$ cat src/rtl/cpt_pkg.sv
// ----------------------------------------------------------------------------
// cpt_pkg
// Shared constants, setup register layout and types for the prescaled
// timer bank.
// ----------------------------------------------------------------------------
package cpt_pkg;

   localparam int TIMER_COUNT     = 4;
   localparam int SLOTS           = 4;
   localparam int MAX_STEP_CYCLES = 255;

   localparam int COUNT_WIDTH     = 16;
   localparam int WRAP_WIDTH      = 8;
   localparam int ACCUM_WIDTH     = 11;
   localparam int SETUP_WIDTH     = 21;
   localparam int CYCLE_WIDTH     = 8;
   localparam int CSR_INDEX_WIDTH = 2;
   localparam int PRESEL_WIDTH    = 2;

   localparam logic [COUNT_WIDTH-1:0] TOP_COUNT = 16'hFFFF;
   localparam logic [WRAP_WIDTH-1:0]  WRAP_MAX  = 8'hFF;

   // setup register layout
   localparam int RELOAD_LSB  = 0;
   localparam int PRESEL_LSB  = 16;
   localparam int CASCADE_BIT = 18;
   localparam int IRQ_EN_BIT  = 19;
   localparam int ENABLE_BIT  = 20;

   typedef enum logic {
      ST_IDLE,
      ST_RUN
   } state_type;

   typedef struct packed {
      logic start;
      logic run;
   } cell_ctrl_type;

   typedef struct packed {
      logic [COUNT_WIDTH-1:0] count;
      logic [WRAP_WIDTH-1:0]  wraps;
      logic                   irq;
      logic                   pending;
   } cell_status_type;

   function automatic logic [ACCUM_WIDTH-1:0] tick_period(input logic [PRESEL_WIDTH-1:0] sel);
      logic [ACCUM_WIDTH-1:0] per;
      case (sel)
         2'd0:    per = 11'd1;
         2'd1:    per = 11'd64;
         2'd2:    per = 11'd256;
         2'd3:    per = 11'd1024;
         default: per = 11'd1;
      endcase
      return per;
   endfunction

endpackage

$ cat src/rtl/cpt_cell.sv
// ----------------------------------------------------------------------------
// cpt_cell
// One timer of the bank: setup register, prescale accumulator, counter and
// per-request overflow tally. Overflows go to the next cell through a
// registered carry.
// ----------------------------------------------------------------------------
module cpt_cell
   import cpt_pkg::*;
(
   input  logic                   clock,
   input  logic                   reset,
   input  logic                   setup_write,
   input  logic [SETUP_WIDTH-1:0] setup_data,
   input  cell_ctrl_type          ctrl,
   input  logic [CYCLE_WIDTH-1:0] step_cycles,
   input  logic                   prev_carry,
   output logic                   carry_out,
   output cell_status_type        status
);

   logic [SETUP_WIDTH-1:0] setup_ff;
   logic [COUNT_WIDTH-1:0] count_ff,   count_in;
   logic [ACCUM_WIDTH-1:0] accum_ff,   accum_in;
   logic                   running_ff, running_in;
   logic [WRAP_WIDTH-1:0]  wraps_ff,   wraps_in;
   logic                   irq_ff,     irq_in;
   logic                   carry_ff,   carry_in;

   logic [COUNT_WIDTH-1:0] reload;
   logic [ACCUM_WIDTH-1:0] period;
   logic                   enable;
   logic                   cascade;
   logic                   irq_en;
   logic                   pending;
   logic                   own_tick;
   logic                   tick;

   always_comb begin
      reload   = setup_ff[RELOAD_LSB +: COUNT_WIDTH];
      period   = tick_period(setup_ff[PRESEL_LSB +: PRESEL_WIDTH]);
      enable   = setup_ff[ENABLE_BIT];
      cascade  = setup_ff[CASCADE_BIT];
      irq_en   = setup_ff[IRQ_EN_BIT];
      pending  = enable && !cascade && (accum_ff >= period);
      own_tick = ctrl.run && pending;
      // a cascade cell only counts overflows handed over by its neighbor
      tick     = own_tick || (prev_carry && enable && cascade);
   end

   always_comb begin
      count_in   = count_ff;
      accum_in   = accum_ff;
      running_in = running_ff;
      wraps_in   = wraps_ff;
      irq_in     = irq_ff;
      carry_in   = 1'b0;
      if (ctrl.start) begin
         wraps_in = '0;
         irq_in   = 1'b0;
         if (!enable) begin
            running_in = 1'b0;
         end else if (!cascade) begin
            if (!running_ff) begin
               count_in = reload;
            end
            running_in = 1'b1;
            accum_in   = accum_ff + ACCUM_WIDTH'(step_cycles);
         end
      end else begin
         if (own_tick) begin
            accum_in = accum_ff - period;
         end
         if (tick) begin
            if (count_ff == TOP_COUNT) begin
               count_in = reload;
               carry_in = 1'b1;
               irq_in   = irq_ff | irq_en;
               if (wraps_ff != WRAP_MAX) begin
                  wraps_in = wraps_ff + 1'b1;
               end
            end else begin
               count_in = count_ff + 1'b1;
            end
         end
      end
   end

   always_ff @(posedge clock) begin
      if (reset) begin
         setup_ff   <= '0;
         count_ff   <= '0;
         accum_ff   <= '0;
         running_ff <= 1'b0;
         wraps_ff   <= '0;
         irq_ff     <= 1'b0;
         carry_ff   <= 1'b0;
      end else begin
         if (setup_write) begin
            setup_ff <= setup_data;
         end
         count_ff   <= count_in;
         accum_ff   <= accum_in;
         running_ff <= running_in;
         wraps_ff   <= wraps_in;
         irq_ff     <= irq_in;
         carry_ff   <= carry_in;
      end
   end

   assign carry_out      = carry_ff;
   assign status.count   = count_ff;
   assign status.wraps   = wraps_ff;
   assign status.irq     = irq_ff;
   assign status.pending = pending;

endmodule

$ cat src/rtl/cpt_ctrl.sv
// ----------------------------------------------------------------------------
// cpt_ctrl
// Request sequencer: starts the cells, runs them until no tick is left in
// the chain and hands the snapshot to the response register.
// ----------------------------------------------------------------------------
module cpt_ctrl
   import cpt_pkg::*;
(
   input  logic          clock,
   input  logic          reset,
   input  logic          req_valid,
   output logic          req_ready,
   output logic          rsp_valid,
   input  logic          rsp_ready,
   input  logic          busy,
   output cell_ctrl_type ctrl,
   output logic          load_rsp
);

   state_type state_ff, state_in;
   logic      rsp_valid_ff, rsp_valid_in;
   logic      finish;

   assign finish = (state_ff == ST_RUN) && !busy && (!rsp_valid_ff || rsp_ready);

   always_comb begin
      state_in = state_ff;
      case (state_ff)
         ST_IDLE: begin
            if (req_valid) begin
               state_in = ST_RUN;
            end
         end
         ST_RUN: begin
            if (finish) begin
               state_in = ST_IDLE;
            end
         end
         default: state_in = ST_IDLE;
      endcase
   end

   always_comb begin
      req_ready  = 1'b0;
      ctrl.start = 1'b0;
      ctrl.run   = 1'b0;
      load_rsp   = 1'b0;
      case (state_ff)
         ST_IDLE: begin
            req_ready  = 1'b1;
            ctrl.start = req_valid;
         end
         ST_RUN: begin
            ctrl.run = 1'b1;
            load_rsp = finish;
         end
         default: begin
            req_ready = 1'b0;
         end
      endcase
   end

   always_comb begin
      rsp_valid_in = rsp_valid_ff;
      if (load_rsp) begin
         rsp_valid_in = 1'b1;
      end else if (rsp_ready) begin
         rsp_valid_in = 1'b0;
      end
   end

   always_ff @(posedge clock) begin
      if (reset) begin
         state_ff     <= ST_IDLE;
         rsp_valid_ff <= 1'b0;
      end else begin
         state_ff     <= state_in;
         rsp_valid_ff <= rsp_valid_in;
      end
   end

   assign rsp_valid = rsp_valid_ff;

endmodule

$ cat src/rtl/cascaded_prescaled_timer_bank_unit.sv
// ----------------------------------------------------------------------------
// cascaded_prescaled_timer_bank_unit
// Four cascadable 16-bit prescaled reload timers built as a chain of cells.
//
// Each request on req_ carries the machine cycles that passed since the last
// one. The block answers every request with one response on rsp_: the four
// counts, the overflows of each timer during the step and the interrupt bits.
// Setup registers are written on csr_ (index 0..3); the user must do so only
// while idle, and the block itself does not enforce it. On the accepting
// edge the step is added to the accumulators; the cells then work off the
// prescaler ticks of the busiest timer (most when its accumulator holds old
// cycles and its period is 1), overflows ripple down the registered cascade
// carries, and the response is registered. One request is worked at a time.
// A new request is taken in the cycle after the previous response is
// registered, even if rsp_ready is still low. If the response register is
// still full when a step ends, the step waits until it drains.
// Reset clears setup registers, counters, accumulators and run marks.
// ----------------------------------------------------------------------------
module cascaded_prescaled_timer_bank_unit
   import cpt_pkg::*;
(
   input  logic                       clock,
   input  logic                       reset,
   input  logic                       req_valid,
   output logic                       req_ready,
   input  logic [CYCLE_WIDTH-1:0]     req_elapsed_cycles,
   output logic                       rsp_valid,
   input  logic                       rsp_ready,
   output logic [COUNT_WIDTH-1:0]     rsp_counter_zero,
   output logic [COUNT_WIDTH-1:0]     rsp_counter_one,
   output logic [COUNT_WIDTH-1:0]     rsp_counter_two,
   output logic [COUNT_WIDTH-1:0]     rsp_counter_three,
   output logic [WRAP_WIDTH-1:0]      rsp_wraps_zero,
   output logic [WRAP_WIDTH-1:0]      rsp_wraps_one,
   output logic [WRAP_WIDTH-1:0]      rsp_wraps_two,
   output logic [WRAP_WIDTH-1:0]      rsp_wraps_three,
   output logic [SLOTS-1:0]           rsp_irq_raised,
   input  logic                       csr_write_en,
   input  logic [CSR_INDEX_WIDTH-1:0] csr_index,
   input  logic [SETUP_WIDTH-1:0]     csr_data
);

   cell_ctrl_type          ctrl;
   logic                   busy;
   logic                   load_rsp;
   logic [CYCLE_WIDTH-1:0] step_cycles;

   cell_status_type        status [TIMER_COUNT];
   logic [TIMER_COUNT-1:0] chain;
   logic [TIMER_COUNT-1:0] pending;

   logic [COUNT_WIDTH-1:0] count_slot [SLOTS];
   logic [WRAP_WIDTH-1:0]  wraps_slot [SLOTS];
   logic [SLOTS-1:0]       irq_slot;

   logic [COUNT_WIDTH-1:0] rsp_count_ff [SLOTS];
   logic [WRAP_WIDTH-1:0]  rsp_wraps_ff [SLOTS];
   logic [SLOTS-1:0]       rsp_irq_ff;

   assign step_cycles = (int'(req_elapsed_cycles) > MAX_STEP_CYCLES)
                        ? CYCLE_WIDTH'(MAX_STEP_CYCLES) : req_elapsed_cycles;

   cpt_ctrl u_ctrl (
      .clock     (clock),
      .reset     (reset),
      .req_valid (req_valid),
      .req_ready (req_ready),
      .rsp_valid (rsp_valid),
      .rsp_ready (rsp_ready),
      .busy      (busy),
      .ctrl      (ctrl),
      .load_rsp  (load_rsp)
   );

   for (genvar g = 0; g < TIMER_COUNT; g++) begin : g_cell
      logic carry_from_prev;

      if (g == 0) begin : g_head
         assign carry_from_prev = 1'b0;
      end else begin : g_link
         assign carry_from_prev = chain[g-1];
      end

      cpt_cell u_cell (
         .clock       (clock),
         .reset       (reset),
         .setup_write (csr_write_en && (csr_index == CSR_INDEX_WIDTH'(g))),
         .setup_data  (csr_data),
         .ctrl        (ctrl),
         .step_cycles (step_cycles),
         .prev_carry  (carry_from_prev),
         .carry_out   (chain[g]),
         .status      (status[g])
      );

      assign pending[g] = status[g].pending;
   end

   // step is done once no cell has a tick left and no carry is in flight
   assign busy = (|pending) || (|chain);

   for (genvar s = 0; s < SLOTS; s++) begin : g_slot
      if (s < TIMER_COUNT) begin : g_live
         assign count_slot[s] = status[s].count;
         assign wraps_slot[s] = status[s].wraps;
         assign irq_slot[s]   = status[s].irq;
      end else begin : g_absent
         assign count_slot[s] = '0;
         assign wraps_slot[s] = '0;
         assign irq_slot[s]   = 1'b0;
      end
   end

   always_ff @(posedge clock) begin
      if (load_rsp) begin
         rsp_count_ff <= count_slot;
         rsp_wraps_ff <= wraps_slot;
         rsp_irq_ff   <= irq_slot;
      end
   end

   assign rsp_counter_zero  = rsp_count_ff[0];
   assign rsp_counter_one   = rsp_count_ff[1];
   assign rsp_counter_two   = rsp_count_ff[2];
   assign rsp_counter_three = rsp_count_ff[3];
   assign rsp_wraps_zero    = rsp_wraps_ff[0];
   assign rsp_wraps_one     = rsp_wraps_ff[1];
   assign rsp_wraps_two     = rsp_wraps_ff[2];
   assign rsp_wraps_three   = rsp_wraps_ff[3];
   assign rsp_irq_raised    = rsp_irq_ff;

endmodule

$ cat config.mk
export PLATFORM = sky130hd
export DESIGN_NAME = cascaded_prescaled_timer_bank_unit
export DESIGN_NICKNAME = d
export VERILOG_FILES = /design/src/rtl/cpt_pkg.sv /design/src/rtl/cpt_cell.sv /design/src/rtl/cpt_ctrl.sv /design/src/rtl/cascaded_prescaled_timer_bank_unit.sv
export SDC_FILE = /design/constraint.sdc
export NUM_CORES = 1
export LEC_CHECK = 0
export ABC_AREA = 1
export BUFFER_PORTS_ARGS = -buffer_cell sky130_fd_sc_hd__buf_2
export CAP_MARGIN = 0
export CORE_ASPECT_RATIO = 1.75
export CORE_UTILIZATION = 35
export CTS_CLUSTER_DIAMETER = 80
export CTS_CLUSTER_SIZE = 30
export DETAILED_ROUTE_END_ITERATION = 6
export SLEW_MARGIN = 20
export SYNTH_ARGS = -nofsm -noshare
export SYNTH_HDL_FRONTEND = slang
export SYNTH_SLANG_ARGS = --single-unit
export TNS_END_PERCENT = 30
$ cat constraint.sdc
create_clock -name clock -period 6.6 [get_ports clock]
set_input_delay 1.32 -clock clock [delete_from_list [all_inputs] [get_ports clock]]
set_output_delay 1.32 -clock clock [all_outputs]
set_load 0.02 [all_outputs]
=== Yosys cells after proc, flatten, opt, wreduce, memory -nomap -nowiden ===
Cells that the tools add are included.

* Bits in registers: 338
* ROM bits: 0
* Memory bits (writable): 0
* Memories kept: 0
* Bits in latches: 0
* Output and inout port bits: 102
* Logic and storage cells: 247

* Eq/ne operators: 39
* Div/mod/pow operators: 0
* Reductions and logical operators: 75
* Bitwise operators: 9
* Magnitude comparators: 4
* $add $sub $neg: 16
* $mul: 0
* Shifts and indexed selects: 0
* Mux-type cells: 65

{| class="wikitable"
|+ Operators by type and width
! cell !! count
|-
| two-way mux 16 bit || 24
|-
| two-way mux 11 bit || 16
|-
| case mux 11 bit (4 select lines) || 4
|-
| adder 16 x 1 -> 16 bit (second input constant) || 4
|-
| equality test 16 bit (second input constant) || 4
|-
| adder 11 x 8 -> 11 bit || 4
|-
| >= comparator 11 bit || 4
|-
| subtractor 11 bit || 4
|-
| adder 8 x 1 -> 8 bit (second input constant) || 4
|-
| inequality test 8 bit (second input constant) || 4
|-
| logical AND 1 bit || 24
|-
| inequality test 2 bit (second input constant) || 12
|-
| AND reduction 3 bit || 8
|-
| equality test 2 bit (second input constant) || 10
|-
| two-way mux 1 bit || 20
|-
| AND reduction 2 bit || 8
|-
| AND reduction 4 bit || 4
|-
| nonzero test 2 bit || 8
|-
| OR reduction 3 bit || 4
|-
| equality test 2 x 1 -> 1 bit (second input constant) || 5
|-
| logical NOT 2 bit || 5
|-
| inequality test 2 x 1 -> 1 bit (second input constant) || 4
|-
| OR reduction 4 bit || 2
|-
| logical NOT 1 bit || 6
|-
| 5 further kinds || 16
|}

=== Depth between registers and ports, before layout ===
Gate-level depths: netlist of the first run.

* Depth in word-level cells: 11
* Depth in mapped cells: 17
* Mapped depth without buffers: 16

=== Cells and area by module ===
Synthesis of the first run repeated with hierarchy kept, for this count alone.

* Cell total of the unflattened synthesis: 2,382
* Area, all modules: 18,116.1 um^2

{| class="wikitable"
|+ By module, submodules not included
! module !! instances !! area each (um^2) !! cells each
|-
| cpt_cell at g_cell[1].u_cell ... || 2 || 3,713.6 || 559
|-
| cpt_cell at g_cell[3].u_cell || 1 || 3,747.3 || 562
|-
| cpt_cell at g_cell[0].u_cell || 1 || 3,736.1 || 563
|-
| cascaded_prescaled_timer_bank_unit || 1 || 3,099.2 || 123
|-
| cpt_ctrl || 1 || 106.4 || 16
|}

=== Least setup slack after synthesis of the first run ===
OpenSTA, ideal clock, no wires.

* Path kind: register to register
* Start: reg g_cell[2].u_cell.setup_ff[17]
* End: reg rsp_count_ff (netlist bit rsp_counter_one[0]), enable pin
* Period minus slack after synthesis: 4,009 ps
* Path slack: 2,591 ps
* Cell stages (with the launch flop): 15
* Required time: 6,147 ps
* Buffers on the path: 0
* Arrival time: 3,555 ps
* Cells stage by stage: dfxtp_1 > inv_1 > or2_2 > ha_1 > nand2_1 > nand2_1 > nand2_1 > nand2_1 > a21oi_1 > nand2_1 > nand2_1 > nand2_1 > inv_1 > nand3_1 > inv_1

* Longest elaborated chain between the ends: 10
* Elaborated cells between the ends (all ways): 13
* Those cells by class: order compare (1); eq/ne (3); mux (2); reduce/logical (7)

{| class="wikitable"
|+ Ends and longest elaborated chain
! item !! RTL line !! text
|-
| start: declaration || cpt_cell.sv:21 || <nowiki>logic [SETUP_WIDTH-1:0] setup_ff;</nowiki>
|-
| start signal: assignment || cpt_cell.sv:99 || <nowiki>setup_ff <= setup_data;</nowiki>
|-
| equality test 2 bit (tied with other cells) || cpt_pkg.sv:49 || <nowiki>case (sel)</nowiki>
|-
| case mux 11 bit (4 select lines) * || cpt_pkg.sv:49 ||
|-
| >= comparator 11 bit * || cpt_cell.sv:44 || <nowiki>pending = enable && !cascade && (accum_ff >= period);</nowiki>
|-
| logical AND 1 bit * || cpt_cell.sv:44 ||
|-
| OR reduction 4 bit * || cascaded_prescaled_timer_bank_unit.sv:100 || <nowiki>assign busy = (|pending) || (|chain);</nowiki>
|-
| logical OR 1 bit * || cascaded_prescaled_timer_bank_unit.sv:100 ||
|-
| logical NOT 1 bit * || cpt_ctrl.sv:24 || <nowiki>assign finish = (state_ff == ST_RUN) && !busy && (!rsp_valid_ff || rsp_ready);</nowiki>
|-
| logical AND 1 bit * (2 in series) || cpt_ctrl.sv:24 ||
|-
| two-way mux 1 bit * || cpt_ctrl.sv:48 || <nowiki>case (state_ff)</nowiki>
|-
| named net load_rsp || cascaded_prescaled_timer_bank_unit.sv:45 || <nowiki>logic load_rsp;</nowiki>
|-
| end signal: assignment || cascaded_prescaled_timer_bank_unit.sv:116 || <nowiki>rsp_count_ff <= count_slot;</nowiki>
|-
| end: declaration || cascaded_prescaled_timer_bank_unit.sv:56 || <nowiki>logic [COUNT_WIDTH-1:0] rsp_count_ff [SLOTS];</nowiki>
|}

Mark *: on every way through the listed nets, which the timed path passes. The rest lies on a longest branch. The select of a mux whose other input is x is not followed.
A chain may end at the register's enable or synchronous reset.

=== Worst setup path in the final report of the first run ===
* Start: reg g_cell[3].u_cell.setup_ff[17]
* End: reg rsp_count_ff (netlist bit rsp_counter_one[15]), enable pin

* Longest elaborated chain between the ends: 10
* Elaborated cells between the ends (all ways): 13
* Those cells by class: order compare (1); eq/ne (3); mux (2); reduce/logical (7)

{| class="wikitable"
|+ Ends and longest elaborated chain
! item !! RTL line
|-
| start: declaration || cpt_cell.sv:21
|-
| start signal: assignment || cpt_cell.sv:99
|-
| equality test 2 bit (tied with other cells) || cpt_pkg.sv:49
|-
| case mux 11 bit (4 select lines) * || cpt_pkg.sv:49
|-
| >= comparator 11 bit * || cpt_cell.sv:44
|-
| logical AND 1 bit * || cpt_cell.sv:44
|-
| OR reduction 4 bit * || cascaded_prescaled_timer_bank_unit.sv:100
|-
| logical OR 1 bit * || cascaded_prescaled_timer_bank_unit.sv:100
|-
| logical NOT 1 bit * || cpt_ctrl.sv:24
|-
| logical AND 1 bit * (2 in series) || cpt_ctrl.sv:24
|-
| two-way mux 1 bit * || cpt_ctrl.sv:48
|-
| named net load_rsp || cascaded_prescaled_timer_bank_unit.sv:45
|}

Marks and branches as above.

==> metrics.md, run 1 <==
| Metric | Value |
|---|---|
| Post-Route Utilization | 38.69% |
| Avg Inst Size Synth | ~7.7 µm² |
| Clock Tree Root | clkbuf_16 |
| Rows | 108 |
| Worst path slowest cell | buf_4 |
| DR iter-0 viols | 1038 |
| Top routing layer in use | met5 |
| Pleak | around 7.9 nW |
| Drt first pass iters | 5 |
| Slowest stage delay, CP | 0.61 ns |
| Nets | approximately 2500 |
| CP max FO | 53 |
| Post-synth top area share | between 20% and 30% |
| Routed wire length | about 48000 µm |
| Count of final setup violators | 0 |
| CTS tree | yes |
| CP cell instances | inv_1, nand2_1, ha_1, inv_1, nor2_1, a21oi_1, nand2_1, nand2_1, nand2_1, nand2_1, nand2_1, nor2_1, nand3_1, inv_4, buf_4 |
| Fill cell total of the finished layout | roughly 5200 |
| Worst R2R Setup Slack | roughly 3.2 ns |
| I/O Pins | 138 |
| Layout cells sized above 1 | between 10% and 20% |
| First-pass GRT wire length | 76090 µm |
| Required @ worst endpoint | slightly below 7 ns |
| Worst Setup Start Kind | register |
| Maximum VDD drop | about 120 µV |
| Antenna-violating nets left | 0 |
| Pwr Density | ~230 nW/µm² |
| Pin count of the biggest net entering global routing | 88 |
| Total Routing Usage GR | approximately a fifth |
| Seq/Total Area, Yosys | 44.03% |
| WP buf/inv | 4 |
| FFs w/ async S/R, synth | 0% |
| Setup crit end kind | register |
| Vias in the first global route | approximately 15000 |
| Yosys cell types | 56 |
| Setup TNS | 0 ns |
| Post-CTS Setup Bufs | 0 |
| Max Slew Vio Count | 0 |
| Routed len/inst | 15.99 µm |
| Delay-heaviest family, CP | buffers and inverters |
| # Max-Cap Violations | 0 |
| Cells after synthesis | 2277 |
| WS Path Type | reg2reg |
| Hold_buf cts | 0 |
| RSZ-0062 raised after global routing | false |
| Die X-Extent | approximately 170 µm |
| Gr ovfl total | 0 |
| PnR worst setup slack | between 3 and 4 ns |
| CTS buffer count | 16 |
| Achievable Freq | slightly below 300 MHz |
| H-tree levels | 1 |
| Post-synthesis cell area | between 15000 and 20000 µm² |
| Die area | 51330 µm² |
| Worst Tran Pin Value | ~1.1 ns |
| Mapped Nets | 2377 |
| Initial core utilization | 35.47% |
| Routability Congestion | 0.9007 |
| Residual DRC | 0 |
| # resized after CTS | 0 |
| Synthesized flop and latch total | roughly 340 |
| Status | complete, no violations |
| M1 WL | 19010 µm |
| Arrival time worst endpoint | approximately 3.6 ns |
| Tmin final | between 3 and 4 ns |
| Routed via count | about 16000 |
| Leading register cell type out of synthesis | dfxtp_1 |
| WL met3 | roughly 2000 µm |
| Area contributors post-synth | dfxtp_1 (27%), edfxtp_1 (17%), nand2_1 (10%) |
| Worst-Skew Late Latency | ~0.54 ns |
| Met2 wire length | ~25000 µm |
| Hold Violations, Final | 0 |
| Clk_skew | 0.03163 ns |
| CTS clk-pin slew, worst paths | between 0.1 and 0.15 ns |
| Area grow syn2layout | 9.058% |
| Total Power | approximately 4.4 mW |
| Post-synth top cells | nand2_1 (479), nor2_1 (300), dfxtp_1 (238) |
| Port Buf Inserts | around 140 |
| Yosys warning total | 0 |
| Core Region | ~50000 µm² |
| Worst min-delay path class | reg2reg |
| # diodes | 0 |
| Fin crit share | between 50% and 60% |
| Clock sink total | 338 |
| Dpl hpwl | roughly 36000 µm |
| Die height | 299.0 µm |
| Top cell by count, worst path | nand2_1 |
| Post-synth EDFFs | 100 |
| Pre-CTS setup slack | between 2 and 3 ns |
| Clock tree buffer depth | 3 |
| Cell with the most instances after synthesis | nand2_1 |
| Cell taking the most area after synthesis | dfxtp_1 |
| DR vias/cell | 5.116 |
| Initial antenna violation count | 3 |
| Slew headroom | between 20% and 30% |
## tightest hold or removal path, cell delays in order, from the launching register on
cell and delay [ns]:
dfxtp_1 0.33, inv_1 0.05, a21oi_1 0.05
## cell type report
class                   instances  area [µm²]  area share (%)
multi-input cells            1662        8622           44.82
flip-flops and latches        338        7767           40.38
well taps                     660       825.8           4.293
repair buffers                146       753.2           3.915
inverters                     197       750.7           3.902
clock buffers                  24       451.7           2.348
clock inverters                 4       66.31          0.3447
## state kept, by name, indices dropped and copies added, names as in the netlist, 16 cells and up
register / flops
g_cell.u_cell.setup_ff: 84
rsp_counter_two: 16
rsp_counter_zero: 16
g_cell.u_cell.wraps_ff: 32
rsp_counter_three: 16
g_cell.u_cell.accum_ff: 44
rsp_counter_one: 16
g_cell.u_cell.count_ff: 64
## placed cells by master, fill, tap and decap left out, drive strengths merged, types with 2 or more instances in the layout
master	n
nand3	163
inv	195
nand4	18
o21ai	239
clkbuf	24
o211a	2
a21oi	169
nand3b	8
a21o	2
nor3	25
nand2	504
a211oi	6
or2	12
edfxtp	100
a31oi	15
dfxtp	238
a21boi	2
xor2	64
nor3b	2
xnor2	27
buf	146
fa	4
o21bai	3
and3	2
nor4	5
nor2	322
clkinv	6
ha	60
## power breakdown
| group | switching [mW] | internal, mW |
|---|---|---|
| Sequential | 0.0785 | 2.27 |
| Clock | 0.713 | 0.505 |
| Combinational | 0.574 | 0.258 |
| Total | 1.37 | 3.03 |
## path summary, 6_finish.rpt
kind                                  from                           end  depth (start not counted)
max          g_cell[3].u_cell.setup_ff[17]           rsp_counter_one[15]                         15
min           g_cell[3].u_cell.setup_ff[3]  g_cell[3].u_cell.setup_ff[3]                          2
max reg2reg  g_cell[3].u_cell.setup_ff[17]           rsp_counter_one[15]                         15
min reg2reg   g_cell[3].u_cell.setup_ff[3]  g_cell[3].u_cell.setup_ff[3]                          2
## per-layer routing
metal  vias to the layer above  global-route usage, %
li1                       7697                      -
met1                      7309                  20.57
met2                       394                  34.60
met3                       101                  1.814
met4                         6                  9.673
met5                         -                      0
## cells by family after synthesis
kind of cell	count (synthesis)	share of synthesized area (%)
simple gates	1061	26.21
compound gates	446	13.44
xor+xnor	91	4.518
fa+ha+maj	64	4.710
buf+inv	277	7.086
flops	338	44.03
## per-stage QoR
step | instance area [µm²] | hold slack (ns) | cells
floorplan | 17640 | 0.4064 | 2277
global placement | 18720 | 0.4354 | 3003
detailed placement | 18720 | 0.4346 | 3003
CTS | 19240 | 0.4582 | 3031
global route | 19240 | 0.4811 | 3031
finish | 19240 | 0.4539 | 3031
No activity file was read; power rests on OpenSTA's default activity.
==> run 2: changes to the inputs <==
--- a/config.mk
+++ b/config.mk
@@ -5,7 +5,7 @@
 export SDC_FILE = /design/constraint.sdc
 export NUM_CORES = 1
 export LEC_CHECK = 0
-export ABC_AREA = 1
+export ABC_AREA = 0
 export BUFFER_PORTS_ARGS = -buffer_cell sky130_fd_sc_hd__buf_2
 export CAP_MARGIN = 0
 export CORE_ASPECT_RATIO = 1.75
==> constraint.sdc (replaced) <==
create_clock -name clock -period 3 [get_ports clock]
set_input_delay 0.6 -clock clock [delete_from_list [all_inputs] [get_ports clock]]
set_output_delay 0.6 -clock clock [all_outputs]
set_load 0.02 [all_outputs]
==> run 2 against run 1 <==
Synthesized cell count decreased by 14%. Clock power increased by 130%. Combinational power increased by 62%. Cell count decreased by 10%. Utilization increased by 1.4 points. Critical path depth decreased by 7. Largest cell class unchanged.
==> metrics.md, run 2 <==
| Metric | Value |
|---|---|
| Status | complete, no violations |
| Area contributors post-synth | dfxtp_1 (28%), edfxtp_1 (18%), a21oi_1 (6.6%) |
| Seq/Total Area, Yosys | 45.55% (+1.5 points) |
| Cells after DPL | 2693 (-10%) |
| Vias in the first global route | 14789 (+0.54%) |
| PnR worst setup slack | 0.1162 ns (-3.067 ns) |
| Port Buf Inserts | 137 (unchanged) |
| Post-Synth Simple-Gate Area | 23.30% (-2.9 points) |
| Clock sink total | 338 (unchanged) |
| Leading cell type in the layout, fill and taps excluded | nand2_1 |
| FF-to-FF path depth | 8 (-7) |
| Synth Area in Compound Gates | 21.50% (+8.1 points) |
| Post-synthesis cell area | 17050 µm² (-3.3%) |
| Worst min-delay path class | in2reg |
| Achievable Freq | 346.8 MHz (+18%) |
| Cell taking the most area after synthesis | dfxtp_1 |
| Post-CTS Setup Bufs | 0 (unchanged) |
| Max FFs per register | 84 (unchanged) |
| Routed wire length | 51460 µm (+6.2%) |
| Mux cell area share after synthesis | 0.6897% (+0.69 points) |
| First-pass GRT wire length | 80770 µm (+6.1%) |
| Fill cell total of the finished layout | 4881 (-6.2%) |
| FFs w/ async S/R, synth | 0% (unchanged) |
| Hold depth | 3 (+1) |
| H-tree levels | 1 (unchanged) |
| Pre-CTS setup slack | 0.1334 ns (-2.649 ns) |
| Routed via count | 15293 (-1.4%) |
| Clock tree buffer depth | 3 (unchanged) |
| Slew headroom | 50.76% (+22 points) |
| Nets | 2163 (-12%) |
| Hold path startpoint | csr_data[20] |
| CP max FO | 40 (-25%) |
| Pin count of the biggest net entering global routing | 95 (+8.0%) |
| CTS clk-pin slew, worst paths | 0.11 ns (about the same) |
| DR vias/cell | 5.618 (+9.8%) |
| Core Region | 47880 µm² (-3.7%) |
| Post-synth top cells | nand2_1 (297), dfxtp_1 (238), a21oi_1 (226) |
| Drt first pass iters | 6 (+1) |
| Final instance area | 19180 µm² (-0.29%) |
| Avg Inst Size Synth | 8.710 µm² (+12%) |
| Count of final setup violators | 0 (unchanged) |
| Residual DRC | 0 (unchanged) |
| Initial core utilization | 35.62% (+0.15 points) |
| Worst Setup Start Kind | register |
| Max Slew Vio Count | 0 (unchanged) |
| Clk_skew | 0.01712 ns (-0.01451 ns) |
| Yosys cell types | 94 (+68%) |
| Gr ovfl total | 0 (unchanged) |
| Largest registers | g_cell.u_cell.setup_ff (84), g_cell.u_cell.count_ff (64), g_cell.u_cell.accum_ff (44) |
| DR iter-0 viols | 953 (-8.2%) |
| Yosys warning total | 0 (unchanged) |
| Total Routing Usage GR | 20.59% (+1.9 points) |
| FF-to-FF Start | g_cell[1].u_cell.setup_ff[17] |
| Cells after synthesis | 1958 (-14%) |
| Rows | 106 (-1.9%) |
| Area share of fa/ha/maj cells after synthesis | 4.872% (+0.16 points) |
| Post-synth top area share | 27.94% (+0.93 points) |
| Clock Tree Root | clkbuf_16 |
| Routed len/inst | 18.90 µm (+18%) |
| Pwr Density | 472.7 nW/µm² (+110%) |
| Routability Congestion | 0.8749 (-2.9%) |
| CTS tree | yes |
| RSZ-0062 raised after global routing | false |
| Initial antenna violation count | 4 (+1) |
| # Max-Cap Violations | 0 (unchanged) |
| Most frequent cells in the layout | nand2_1 (297), dfxtp_1 (237), a21oi_1 (222) |
| WS Path Type | reg2reg |
| I/O Pins | 138 (unchanged) |
| Largest Register | g_cell.u_cell.setup_ff |
| Worst R2R Setup Slack | 0.12 ns (-3.07 ns) |
| Cell with the most instances after synthesis | nand2_1 |
| Required @ worst endpoint | 3.24 ns (-3.54 ns) |
| Die height | 294.0 µm (-1.7%) |
| Layout cells sized above 1 | 12.74% (+1.8 points) |
| Setup TNS | 0 ns (unchanged) |
| Combinational family with the most area after synthesis | simple AND/OR/NAND/NOR gates |
| Leading register cell type out of synthesis | dfxtp_1 |
| Dpl hpwl | 37610 µm (+5.1%) |
| Setup crit end kind | register |
| Die area | 49650 µm² (-3.3%) |
| Maximum VDD drop | 366.1 µV (+210%) |
| Tmin final | 2.884 ns (-0.5333 ns) |
| Die X-Extent | 168.9 µm (-1.7%) |
| Pleak | 6.736 nW (-15%) |
| Synthesized flop and latch total | 338 (unchanged) |
| Worst-Skew Late Latency | 0.55 ns (about the same) |
| Hold Violations, Final | 0 (unchanged) |
| CP Launch Point | g_cell[1].u_cell.setup_ff[17] |
| CTS buffer count | 16 (unchanged) |
| Fin crit share | 96.13% (+44 points) |
| Area grow syn2layout | 12.47% |
| Mapped Nets | 2058 (-13%) |
| Post-synth EDFFs | 100 (unchanged) |
| Finished Layout Cells | 2722 (-10%) |
| XOR/XNOR share of the synthesized area | 0.7704% (-3.7 points) |
| Worst Tran Pin Value | 0.7386 ns (-0.3330 ns) |
| Arrival time worst endpoint | 3.12 ns (-0.48 ns) |
| Antenna-violating nets left | 0 (unchanged) |
| Cell Area, Placed | 18630 µm² (-0.49%) |
==> run 2: cell count changes in the layout (fill, tap and decap cells not counted), sizes merged, moves of 29 or more <==
cell,change
nand3,-97
and2,+29
nand2,-207
inv,-150
nor2,-187
nor3,+34
o21ai,-117
a21oi,+59
buf,+43
xor2,-58
==> run 2: worst paths after layout <==
| check | end |
|---|---|
| hold reg to reg | g_cell[3].u_cell.setup_ff[4] |
| hold / removal | g_cell[0].u_cell.setup_ff[20] |
| setup / recovery | rsp_counter_three[14] |
| setup reg to reg | rsp_counter_three[14] |
==> run 2: final cells by class <==
| class | instances | area (µm²) | area share (%) |
|---|---|---|---|
| Clock buffer | 24 | 473.0 | 2.466 |
| Antenna cell | 1 | 2.502 | 0.01305 |
| Tap cell | 648 | 810.8 | 4.227 |
| Sequential cell | 338 | 7769 | 40.50 |
| Multi-Input combinational cell | 1476 | 8773 | 45.74 |
| Inverter | 42 | 157.7 | 0.8219 |
| Clock inverter | 4 | 58.81 | 0.3066 |
| Timing Repair Buffer | 189 | 1136 | 5.923 |
==> run 2: cells by family after synthesis <==
group / after synthesis
xor+xnor: 15
fa+ha+maj: 64
compound gates: 584
mux: 11
buf+inv: 144
flops: 338
simple gates: 802
==> run 2: worst max-delay path: stages (launching register included) <==
cell	delay (ns)
dfxtp_1	0.40
nor2_1	0.06
ha_1	0.28
or4_1	0.42
o2111ai_1	0.25
nand4b_1	0.30
a21oi_2	0.23
and4_4	0.36
buf_12	0.24
==> run 2: what timing repair did <==
| action | 4_1_cts | 5_1_grt |
|---|---|---|
| hold buffers | 0 | 0 |
| resized for setup | 0 | 3 |
| hold endpoints to repair | 0 | 0 |
| endpoints found under the setup margin | 0 | 11 |
==> run 2: per-layer routing <==
metal	track usage, %	wire (µm)	up-vias
met5	0	28	-
met4	11.82	2999	6
met3	2.165	2162	146
met2	36.71	25620	452
met1	23.72	20650	7271
li1	-	-	7418
==> run 2: power by group <==
| part | switching, mW | internal [mW] | leakage [nW] |
|---|---|---|---|
| Sequential | 0.0928 | 4.86 | 2.89 |
| Clock | 1.60 | 1.16 | 0.257 |
| Combinational | 0.894 | 0.459 | 3.59 |
==> run 2: through the flow <==
stage / hold slack [ns] / util (%) / power (mW)
2_1_floorplan: 0.4064 / - / 5.912
3_3_place_gp: 0.4421 / 38.90 / 6.384
3_5_place_dp: 0.4419 / 38.91 / 6.402
4_1_cts: 0.3056 / 40.02 / 9.165
5_1_grt: 0.3126 / 40.06 / 9.455
6_report: 0.3219 / 40.06 / 9.067
==> run 3: changes to the inputs <==
--- a/config.mk
+++ b/config.mk
@@ -13,6 +13,7 @@
 export CTS_CLUSTER_DIAMETER = 80
 export CTS_CLUSTER_SIZE = 30
 export DETAILED_ROUTE_END_ITERATION = 6
+export SETUP_SLACK_MARGIN = 0.15
 export SLEW_MARGIN = 20
 export SYNTH_ARGS = -nofsm -noshare
 export SYNTH_HDL_FRONTEND = slang
==> run 3 against run 2 <==
Die area stayed put. Register-to-register slack better by 0.14 ns. Non-clock buffer count is 9 higher. Cell count is 0.29% higher. Sequential power hardly changed. Clock power is 7.6% lower. Clock skew is 0.010 ns higher. Via count is 0.50% higher. First-iteration DRC count is 1.4% lower. Largest power group unchanged.
==> metrics.md, run 3 (synthesis gave the netlist of run 2 again) <==
| Metric | Value |
|---|---|
| Clock sink total | 338 (unchanged) |
| Nets | 2171 (+0.37%) |
| CTS tree | yes |
| Worst Setup Start Kind | register |
| PnR worst setup slack | 0.2607 ns (+0.1446 ns) |
| Hold depth | 2 (-1) |
| Maximum VDD drop | 409.8 µV (+12%) |
| Antenna-violating nets left | 0 (unchanged) |
| Hold_buf cts | 0 (unchanged) |
| Largest registers | g_cell.u_cell.setup_ff (84), g_cell.u_cell.count_ff (64), g_cell.u_cell.accum_ff (44) |
| Die X-Extent | 168.9 µm (unchanged) |
| Die area | 49650 µm² (unchanged) |
| Dpl hpwl | 37450 µm (-0.42%) |
| Total area of sequential cells | 7774 µm² (about the same) |
| Pleak | 6.796 nW (+0.90%) |
| Required @ worst endpoint | 3.45 ns (+0.21 ns) |
| CTS clk-pin slew, worst paths | 0.12 ns (about the same) |
| First-pass GRT wire length | 79840 µm (-1.2%) |
| Gr ovfl total | 0 (unchanged) |
| Setup TNS | 0 ns (unchanged) |
| Core Region | 47880 µm² (unchanged) |
| Max FFs per register | 84 (unchanged) |
| Achievable Freq | 365.1 MHz (+5.3%) |
| Fin crit share | 91.31% (-4.8 points) |
| Worst Tran Pin Value | 0.9093 ns (+0.1707 ns) |
| Clk_skew | 0.02742 ns (+0.01030 ns) |
| H-tree levels | 1 (unchanged) |
| Register share of total power | 55.7% (+1.1 points) |
| Pre-CTS setup slack | 0.1136 ns (-0.01970 ns) |
| DR vias/cell | 5.630 (+0.21%) |
| Routability Congestion | 0.9038 (+3.3%) |
| WS Path Type | reg2reg |
| Arrival time worst endpoint | 3.19 ns (+0.07 ns) |
| Initial core utilization | 35.62% (unchanged) |
| Initial antenna violation count | 5 (+1) |
| Area grow syn2layout | 13.10% |
| NetSw | 2.496 mW (-3.4%) |
| Status | complete, no violations |
| Worst min-delay path class | in2reg |
| CP cell instances | ha_1, nand3_2, or4_4, nor3_4, o2111ai_2, or4_1, a21oi_1 |
| Routed len/inst | 18.79 µm (-0.58%) |
| Pwr Density | 461.5 nW/µm² (-2.4%) |
| Routed via count | 15370 (+0.50%) |
| Slowest stage delay, CP | 0.64 ns (+0.22 ns) |
| Tmin final | 2.739 ns (-0.1446 ns) |
| Clk pwr share | 28.6% (-1.8 points) |
| CP max FO | 9 (-78%) |
| Pint | 6.405 mW (-1.2%) |
| Slew headroom | 39.38% (-11 points) |
| Vias in the first global route | 14672 (-0.79%) |
| FF-to-FF path depth | 7 (-1) |
| Clock Tree Root | clkbuf_16 |
| Residual DRC | 0 (unchanged) |
| Clock tree buffer depth | 3 (unchanged) |
| Worst-Skew Late Latency | 0.54 ns (about the same) |
| Combinational power share | 15.7% (+0.8 points) |
| Hold Violations, Final | 0 (unchanged) |
| Most frequent cells in the layout | nand2_1 (296), dfxtp_1 (233), a21oi_1 (222) |
| Count of final setup violators | 0 (unchanged) |
| CTS buffer count | 15 (-1) |
| Rows | 106 (unchanged) |
| Switching share of power | 28.04% (-0.45 points) |
| RSZ-0062 raised after global routing | true |
| Worst path slowest cell | or4_4 |
| Fill cell total of the finished layout | 4846 (-0.72%) |
| WHS | 0.2674 ns (-0.05451 ns) |
| DR iter-0 viols | 940 (-1.4%) |
| Routed wire length | 51310 µm (-0.29%) |
| Post-Route Utilization | 40.28% (+0.22 points) |
| Pin count of the biggest net entering global routing | 131 (+38%) |
| # Max-Cap Violations | 0 (unchanged) |
| Footprint of the multi-input gates | 8850 µm² (+0.87%) |
| Leading cell type in the layout, fill and taps excluded | nand2_1 |
| I/O Pins | 138 (unchanged) |
| Largest Register | g_cell.u_cell.setup_ff |
| Setup crit end kind | register |
| Port Buf Inserts | 137 (unchanged) |
| Max Slew Vio Count | 0 (unchanged) |
| Drt first pass iters | 5 (-1) |
| Die height | 294.0 µm (unchanged) |
| Layout cells sized above 1 | 13.94% (+1.2 points) |
| Total Routing Usage GR | 20.24% (-0.35 points) |
-- run 3: final timing paths --
check                                                   from                            to  slack (ns)
worst max-delay path            g_cell[0].u_cell.count_ff[0]  g_cell[0].u_cell.wraps_ff[4]        0.26
worst min-delay path                                   reset   g_cell[2].u_cell.running_ff        0.27
worst min register to register       g_cell[0].u_cell.irq_ff             rsp_irq_raised[0]        0.46
worst max register to register  g_cell[0].u_cell.count_ff[0]  g_cell[0].u_cell.wraps_ff[4]        0.26
-- run 3: repair_timing --
action	4_1_cts	5_1_grt
setup endpoints to repair	87	116
pin swaps	1	2
buffers inserted	1	2
resized for setup	0	23
cloned	0	1
hold endpoints to repair	0	0
-- run 3: layout make-up --
type / count / area share, %
clock buffers: 21 / 2.134
diodes: 2 / 0.02595
clock inverters: 5 / 0.2530
well taps: 648 / 4.204
repair buffers: 198 / 6.377
flip-flops and latches: 338 / 40.31
inverters: 42 / 0.8174
multi-input cells: 1476 / 45.88
-- run 3: metrics by stage --
stage / cells / total power [mW] / instance area (µm²)
floorplan: 1958 / 5.913 / 17080
global placement: 2698 / 6.397 / 18660
detailed placement: 2698 / 6.416 / 18670
CTS: 2725 / 8.959 / 19140
global route: 2730 / 9.273 / 19290
finish: 2730 / 8.901 / 19290
-- run 3: metal layers --
layer  vias up  part of all wire, %  GRT usage [%]
met5         -                0.080              0
met4         6                  4.8          10.04
met3       115                  4.8          2.757
met2       425                   50          36.29
met1      7397                   40          23.35
li1       7427                    -              -
-- run 3: power by group through the flow --
stage | clock, mW | sequential, mW | combinational [mW]
3_5_place_dp | 0 | 5.06 | 1.35
5_1_grt | 2.77 | 4.98 | 1.53
4_1_cts | 2.63 | 4.96 | 1.36
3_3_place_gp | 0 | 5.06 | 1.33
6_report | 2.55 | 4.96 | 1.40
2_1_floorplan | 0 | 5.15 | 0.761
-- run 3: worst max-delay path: cells and delay by family, from the launching register on --
family          cells  cell delay, ns
simple gates        4            1.50
flops               1            0.48
compound gates      2            0.42
fa+ha+maj           1            0.25
